<file path="config.mk">
export PLATFORM = sky130hd
export DESIGN_NAME = smsi_cell
export DESIGN_NICKNAME = d
export VERILOG_FILES = /design/src/design/smsi_pkg.sv /design/src/design/smsi_cell.sv
export SDC_FILE = /design/constraint.sdc
export NUM_CORES = 1
export LEC_CHECK = 0
export BUFFER_PORTS_ARGS = -buffer_cell sky130_fd_sc_hd__buf_4
export CELL_PAD_IN_SITES_DETAIL_PLACEMENT = 1
export CELL_PAD_IN_SITES_GLOBAL_PLACEMENT = 2
export CORE_MARGIN = 4
export CORE_UTILIZATION = 32
export CTS_CLUSTER_SIZE = 25
export DETAILED_ROUTE_END_ITERATION = 10
export GPL_TIMING_DRIVEN = 0
export PLACE_DENSITY = 0.95
export SYNTH_ARGS = -nofsm -noshare
export SYNTH_HDL_FRONTEND = slang
export SYNTH_SLANG_ARGS = --single-unit
</file>
<file path="constraint.sdc">
create_clock -name i_clk -period 4 [get_ports i_clk]
set_input_delay 0.4 -clock i_clk [delete_from_list [all_inputs] [get_ports i_clk]]
set_output_delay 0.4 -clock i_clk [all_outputs]
set_load 0.03 [all_outputs]
</file>
<file path="src/design/smsi_pkg.sv">
// ----------------------------------------------------------------------------
// smsi_pkg
// Shared types, sizes and codes for the sorted monomial set insert unit.
// ----------------------------------------------------------------------------
package smsi_pkg;

    localparam int TABLE_DEPTH = 256;
    localparam int MAX_VARS    = 8;
    localparam int EXP_BITS    = 8;

    localparam int VEC_W  = 64;
    localparam int DEG_W  = 11;
    localparam int POS_W  = 8;
    localparam int CNT_W  = $clog2(TABLE_DEPTH + 1);
    localparam int IDX_W  = $clog2(TABLE_DEPTH);
    localparam int NV_W   = $clog2(MAX_VARS + 1);
    localparam int LVLS   = $clog2(TABLE_DEPTH);

    typedef enum logic [1:0] {
        CMD_INSERT = 2'd0,
        CMD_LOOKUP = 2'd1,
        CMD_READ   = 2'd2,
        CMD_CLEAR  = 2'd3
    } t_cmd;

    typedef enum logic [2:0] {
        ST_INSERTED  = 3'd0,
        ST_DUPLICATE = 3'd1,
        ST_FULL      = 3'd2,
        ST_FOUND     = 3'd3,
        ST_NOT_FOUND = 3'd4,
        ST_READ_OK   = 3'd5,
        ST_BAD_POS   = 3'd6,
        ST_CLEARED   = 3'd7
    } t_status;

    typedef enum logic [1:0] {
        ORD_GREVLEX = 2'd0,
        ORD_GRLEX   = 2'd1,
        ORD_LEX     = 2'd2,
        ORD_LEX_ALT = 2'd3
    } t_order;

    typedef enum logic {
        CFG_ORDER_MODE  = 1'b0,
        CFG_ACTIVE_VARS = 1'b1
    } t_cfg_reg;

    typedef enum logic [1:0] {
        S_IDLE  = 2'd0,
        S_EVAL  = 2'd1,
        S_APPLY = 2'd2
    } t_state;

    typedef struct packed {
        t_cmd              cmd;
        logic [VEC_W-1:0]  vec;
        logic [DEG_W-1:0]  deg;
        logic [POS_W-1:0]  pos;
    } t_item;

    // item and order settings seen by every cell
    typedef struct packed {
        logic [VEC_W-1:0]  vec;
        logic [DEG_W-1:0]  deg;
        t_order            mode;
        logic [NV_W-1:0]   nvars;
    } t_bcast;

    typedef struct packed {
        logic shift;
        logic load;
    } t_cell_ctl;

    typedef struct packed {
        logic above;
        logic equal;
        logic exact;
    } t_cell_flags;

endpackage

</file>
<file path="src/design/smsi_cell.sv">
// ----------------------------------------------------------------------------
// smsi_cell
// One table slot: holds an entry, ranks the broadcast item against it and
// takes its left neighbour's entry when the row shifts on an insert.
// ----------------------------------------------------------------------------
module smsi_cell (
    input  logic                     i_clk,
    input  smsi_pkg::t_bcast         i_bcast,
    input  smsi_pkg::t_cell_ctl      i_ctl,
    input  logic [63:0]              i_prev_vec,
    input  logic [10:0]              i_prev_deg,
    output logic [63:0]              o_vec,
    output logic [10:0]              o_deg,
    output smsi_pkg::t_cell_flags    o_flags
);
    import smsi_pkg::*;

    logic [VEC_W-1:0] r_vec;
    logic [DEG_W-1:0] r_deg;
    logic [MAX_VARS-1:0] gt;
    logic [MAX_VARS-1:0] lt;
    logic lex_above, lex_below, rev_above, rev_below;
    logic deg_gt, deg_lt, use_deg, above, below;
    logic [EXP_BITS-1:0] ea, eb;

    always_ff @(posedge i_clk) begin
        if (i_ctl.load) begin
            r_vec <= i_bcast.vec;
            r_deg <= i_bcast.deg;
        end else if (i_ctl.shift) begin
            r_vec <= i_prev_vec;
            r_deg <= i_prev_deg;
        end
    end

    always_comb begin
        gt = '0;
        lt = '0;
        for (int v = 0; v < MAX_VARS; v++) begin
            ea = i_bcast.vec[v*EXP_BITS +: EXP_BITS];
            eb = r_vec[v*EXP_BITS +: EXP_BITS];
            if (NV_W'(v) < i_bcast.nvars) begin
                gt[v] = ea > eb;
                lt[v] = ea < eb;
            end
        end
        // lowest differing variable decides for lex / grlex
        lex_above = 1'b0;
        lex_below = 1'b0;
        for (int v = MAX_VARS - 1; v >= 0; v--) begin
            if (gt[v] || lt[v]) begin
                lex_above = gt[v];
                lex_below = lt[v];
            end
        end
        // highest differing variable decides for grevlex, smaller ranks first
        rev_above = 1'b0;
        rev_below = 1'b0;
        for (int v = 0; v < MAX_VARS; v++) begin
            if (gt[v] || lt[v]) begin
                rev_above = lt[v];
                rev_below = gt[v];
            end
        end
        deg_gt  = i_bcast.deg > r_deg;
        deg_lt  = i_bcast.deg < r_deg;
        use_deg = (i_bcast.mode == ORD_GREVLEX) || (i_bcast.mode == ORD_GRLEX);
        if (use_deg && (deg_gt || deg_lt)) begin
            above = deg_gt;
            below = deg_lt;
        end else if (i_bcast.mode == ORD_GREVLEX) begin
            above = rev_above;
            below = rev_below;
        end else begin
            above = lex_above;
            below = lex_below;
        end
        o_flags.above = above;
        o_flags.equal = !above && !below;
        o_flags.exact = (i_bcast.deg == r_deg) && ((gt | lt) == '0);
    end

    assign o_vec = r_vec;
    assign o_deg = r_deg;

endmodule

</file>
---- Word-level counts from Yosys, hierarchy flattened ----
Index checks and enable logic that the tools add are counted.
storage, ports and cells
  register bits ........................... 75
  output and inout port bits .............. 78
  logic and storage cells ................. 105
cells by class
  mux-type cells .......................... 56
  equal/unequal tests ..................... 2
  $lt $le $gt $ge ......................... 26
  bitwise operators ....................... 1
  reductions and logical operators ........ 18
operator list
  kind                                               count
  two-way mux 64 bit                                 2
  greater-than comparator 8 bit                      8
  < comparator 8 bit                                 8
  two-way mux 1 bit                                  52
  two-way mux 11 bit                                 2
  < comparator 3 x 4 -> 1 bit, first input constant  4
  == test 11 bit                                     1
  greater-than comparator 11 bit                     1
  < comparator 11 bit                                1
  logical OR 1 bit                                   10
  zero test 8 bit                                    1
  < comparator 1 x 4 -> 1 bit, first input constant  2
  < comparator 2 x 4 -> 1 bit, first input constant  2
  bitwise OR 8 bit                                   1
  logical AND 1 bit                                  3
  == test 2 x 1 -> 1 bit, second input constant      1
  zero test 1 bit                                    2
  zero test 2 bit                                    1
  nonzero test 2 bit                                 1

---- Longest topological paths before layout ----
  depth in word-level cells ............... 15
  gate-level depth with buffers ........... 11

---- Worst setup path before layout ----
Ideal clock, no wire load.
  path kind ............................... register to output
  from .................................... register r_vec[23] (netlist: o_vec[23])
  to ...................................... output o_flags[0] (netlist name)
  path buffers ............................ 0
  path slack .............................. 0.678 ns
  arrival ................................. 2.922 ns
  required time ........................... 3.600 ns
  stages on the path, launching flop included .. 10
  cells stage by stage .................... edfxtp_1 -> inv_1 -> ha_1 -> and4_4 -> o2111ai_1 -> o211ai_1 -> a22o_2 -> and3_1 -> nand3_1 -> nor4b_1
RTL lines
  item                    line             text
  start, declared         smsi_cell.sv:18  logic [VEC_W-1:0] r_vec;
  start signal, assigned  smsi_cell.sv:28  r_vec <= i_bcast.vec;
  start signal, assigned  smsi_cell.sv:31  r_vec <= i_prev_vec;
  end, declared           smsi_cell.sv:14  output smsi_pkg::t_cell_flags o_flags

---- Worst setup path after layout ----
  from .................................... register r_vec[45] (netlist: o_vec[45])
  to ...................................... output o_flags[2] (netlist name)
between the ends
  longest elaborated chain between the ends .. 11
ends and longest elaborated chain
  item                                                                 line                              text
  greater-than comparator 8 bit or < comparator 8 bit (tied branches)  smsi_cell.sv:43, smsi_cell.sv:44
  two-way mux 1 bit                                                    smsi_cell.sv:42                   if (NV_W'(v) < i_bcast.nvars) begin
  logical OR 1 bit                                                     smsi_cell.sv:51, smsi_cell.sv:60
  two-way mux 1 bit (6 in a row)                                       smsi_cell.sv:51                   if (gt[v] || lt[v]) begin
  two-way mux 1 bit (*)                                                smsi_cell.sv:71                   end else if (i_bcast.mode == ORD_GREVLEX) begin
  two-way mux 1 bit (*)                                                smsi_cell.sv:68                   if (use_deg && (deg_gt || deg_lt)) begin
Mark *: on every way between the ends. The rest lies on a longest branch, timed or not.

==> key figures <==
Cells and area
  • Share of cells above drive strength 1: 46.09%
  • FF+latch area: 2252 um2
  • # nets final: 971
  • Final Cell Area: 7933 um2
  • Fill count: 1872
  • Layout area overhead: 43.86%
  • Area of the multi-input gates: 2923 um2
  • Ant diodes: 0

Global routing
  • Largest net degree at the start of global routing: 40
  • Gr ovfl total: 0
  • Initial antenna violation count: 0
  • First-pass GRT wire length: 27030 um
  • Total GRT Usage: 17.33%
  • Vias in the first global route: 5330

Floorplan
  • # rows: 47
  • Die Wd: 139.3 um
  • Die area: 19400 um2
  • Die H: 139.3 um
  • Core Area: 16760 um2
  • Initial Utilization: 32.90%
  • # IOs: 237

Timing
  • Final Hold Vio Count: 0
  • Final cycle utilization of the critical path: 88.50%
  • Final Max Tran Viols: 0
  • Final setup violation count: 0
  • RSZ-0062 raised after global routing: false
  • Min Tclk post-route: 3540 ps
  • Fmax: 282.5 MHz
  • Hold WS: 359.3 ps
  • Pin slew with the least headroom to its limit: 838.8 ps
  • Sum of negative setup slack: 0 ps
  • Relative max-transition margin: 44.08%

Synth
  • Ys async rst share: 0%
  • Syn Area/Cell: 11.25 um2
  • Post-synthesis sequential area ratio: 40.84%
  • Syn nets: 724
  • Synth area leaders: edfxtp_1 (41%), ha_1 (17%), mux2_2 (15%)
  • Post-synth EDFFs: 75
  • Top-count cell post-synth: inv_1
  • Synth warnings: 0
  • Flops & latches, synth: 75
  • Synth Instances: 490
  • Synthesized cell area: 5514 um2
  • Synth top cells by count: inv_1 (79), edfxtp_1 (75), ha_1 (75), mux2_2 (75), a21oi_1 (29)
  • Synth unique cells: 57
  • Top cell type's share of synthesized area: 40.84%
  • Most used DFF post-synth: edfxtp_1
  • Cell taking the most area after synthesis: edfxtp_1

Power
  • Pwr per Cell Area: 375.3 nW/um2
  • Peak supply drop: 0.2128 mV
  • P_int: 2.071 mW
  • Flop pwr share: 34.2%
  • Leak: 3.737 nW
  • NetSw: 0.9060 mW
  • Clk pwr share: 33.4%
  • Gate power share: 32.3%
  • Switching share of power: 30.43%

Route
  • Total wire length: 17140 um
  • Initial drt markers: 167
  • Routed WL per cell: 17.82 um
  • Via count: 4714
  • DRT Pass-1 Iters: 4
  • Drt drc: 0
  • DR vias/cell: 4.900
  • Post-route ant nets: 0

Clocking
  • # hold bufs at CTS: 0
  • Sink Count: 75
  • Worst-path clk slew: 70 ps
  • CTS Buf Count: 9
  • Post-CTS sizing: 0
  • CTS tree: yes
  • Clock tree buffer depth: 2
  • CTS H-tree lvls: 3
  • Clock root buffer: clkbuf_16
  • Postcts setup bufs: 0

Setup path
  • CP max stage delay: 400 ps
  • Crit path max fanout: 3
  • Most used cell, CP: buf_4
  • Crit end category: output pin
  • Worst Path Buf+Inv: 3
  • Startpoint types: flip-flop
  • Critical path arrival: 3140 ps
  • WP data required: 3600 ps
  • CP max stage cell: edfxtp_1
  • Cells along the critical path: inv_1 > ha_1 > a211o_1 > a21oi_1 > nand3_1 > a31oi_1 > o21ai_0 > a211oi_1 > or3_1 > and3b_1 > buf_4 > buf_4
  • Critical setup path kind: flip-flop to output pin
  • Top delay family on crit path: compound AO/OA/AOI/OAI gates

Status
  • Status: finished, final reports clean

Job
  • Max-cap violations: 0

Place
  • Port Buffers: 235
  • Hpwl dp: 14660 um
  • Dpl cell area: 7576 um2
  • Placer Congestion: 0.8411

Min path
  • Worst Hold Class: input port to flip-flop
sequential cells by signal (all words and copies together) (netlist names):
name / count
o_deg: 11
o_vec: 64
metal layers:
layer	global-route usage [%]	routed length, um	vias up
li1	-	-	2314
met1	19.68	6812	2237
met2	31.96	8960	144
met3	4.631	1111	19
met4	4.737	258	0
met5	0	0	-
area by class of cell:
| cell class | count | share of cell area, % |
|---|---|---|
| multi-input combinational | 326 | 36.85 |
| clock inverter | 6 | 1.609 |
| timing repair buffer | 236 | 22.49 |
| buffer | 10 | 0.5678 |
| clock buffer | 10 | 2.886 |
| inverter | 79 | 3.738 |
| tap | 220 | 3.470 |
| sequential | 75 | 28.39 |
final timing paths:
check | startpoint | end | slack (ps) | cells past startpoint
min | i_prev_vec[30] | o_vec[30]$_DFFE_PP_ | 360 | 2
max | o_vec[45]$_DFFE_PP_ | o_flags[2] | 460 | 12
power by group through the flow:
stage                     Combinational, mW  Sequential (mW)  Clock [mW]
after detailed placement              0.974             1.04           0
after global routing                   1.06             1.03        1.05
final                                 0.963             1.02       0.996
after floorplan                       0.396             1.20           0
after global placement                0.940             1.03           0
after CTS                             0.979             1.02        1.02
kinds of logic (layout without fill, tap and decap cells):
family,after synthesis,in the layout,synth area share [%]
flip-flops,75,75,40.84
AO/OA/AOI/OAI,86,86,10.80
multiplexers,75,75,15.32
adder cells (fa/ha/maj),75,75,17.02
AND/OR/NAND/NOR,90,90,9.825
buffers and inverters,89,341,6.195
per-stage QoR:
stage               total power [mW]  utilization (%)  std cells  worst slack (ps)
floorplan                      1.598                -        490             677.6
global placement               1.973            45.07        945             562.9
detailed placement             2.010            45.20        946             629.7
CTS                            3.018            47.33        962             403.5
global route                   3.145            47.33        962             122.0
finish                         2.977            47.33        962             460.1
cells in the final DEF (no fill, tap or decap), types with 9 or more instances in the layout:
cell type,netlist,layout
edfxtp_1,75,75
nand2_1,14,14
ha_1,75,75
buf_4,2,237
mux2_2,75,75
nor2b_1,9,9
nand4_1,11,11
o211ai_1,9,9
a21oi_1,29,29
clkbuf_16,0,9
nor2_1,18,18
inv_1,79,79
No activity file was read; power rests on OpenSTA's default activity.
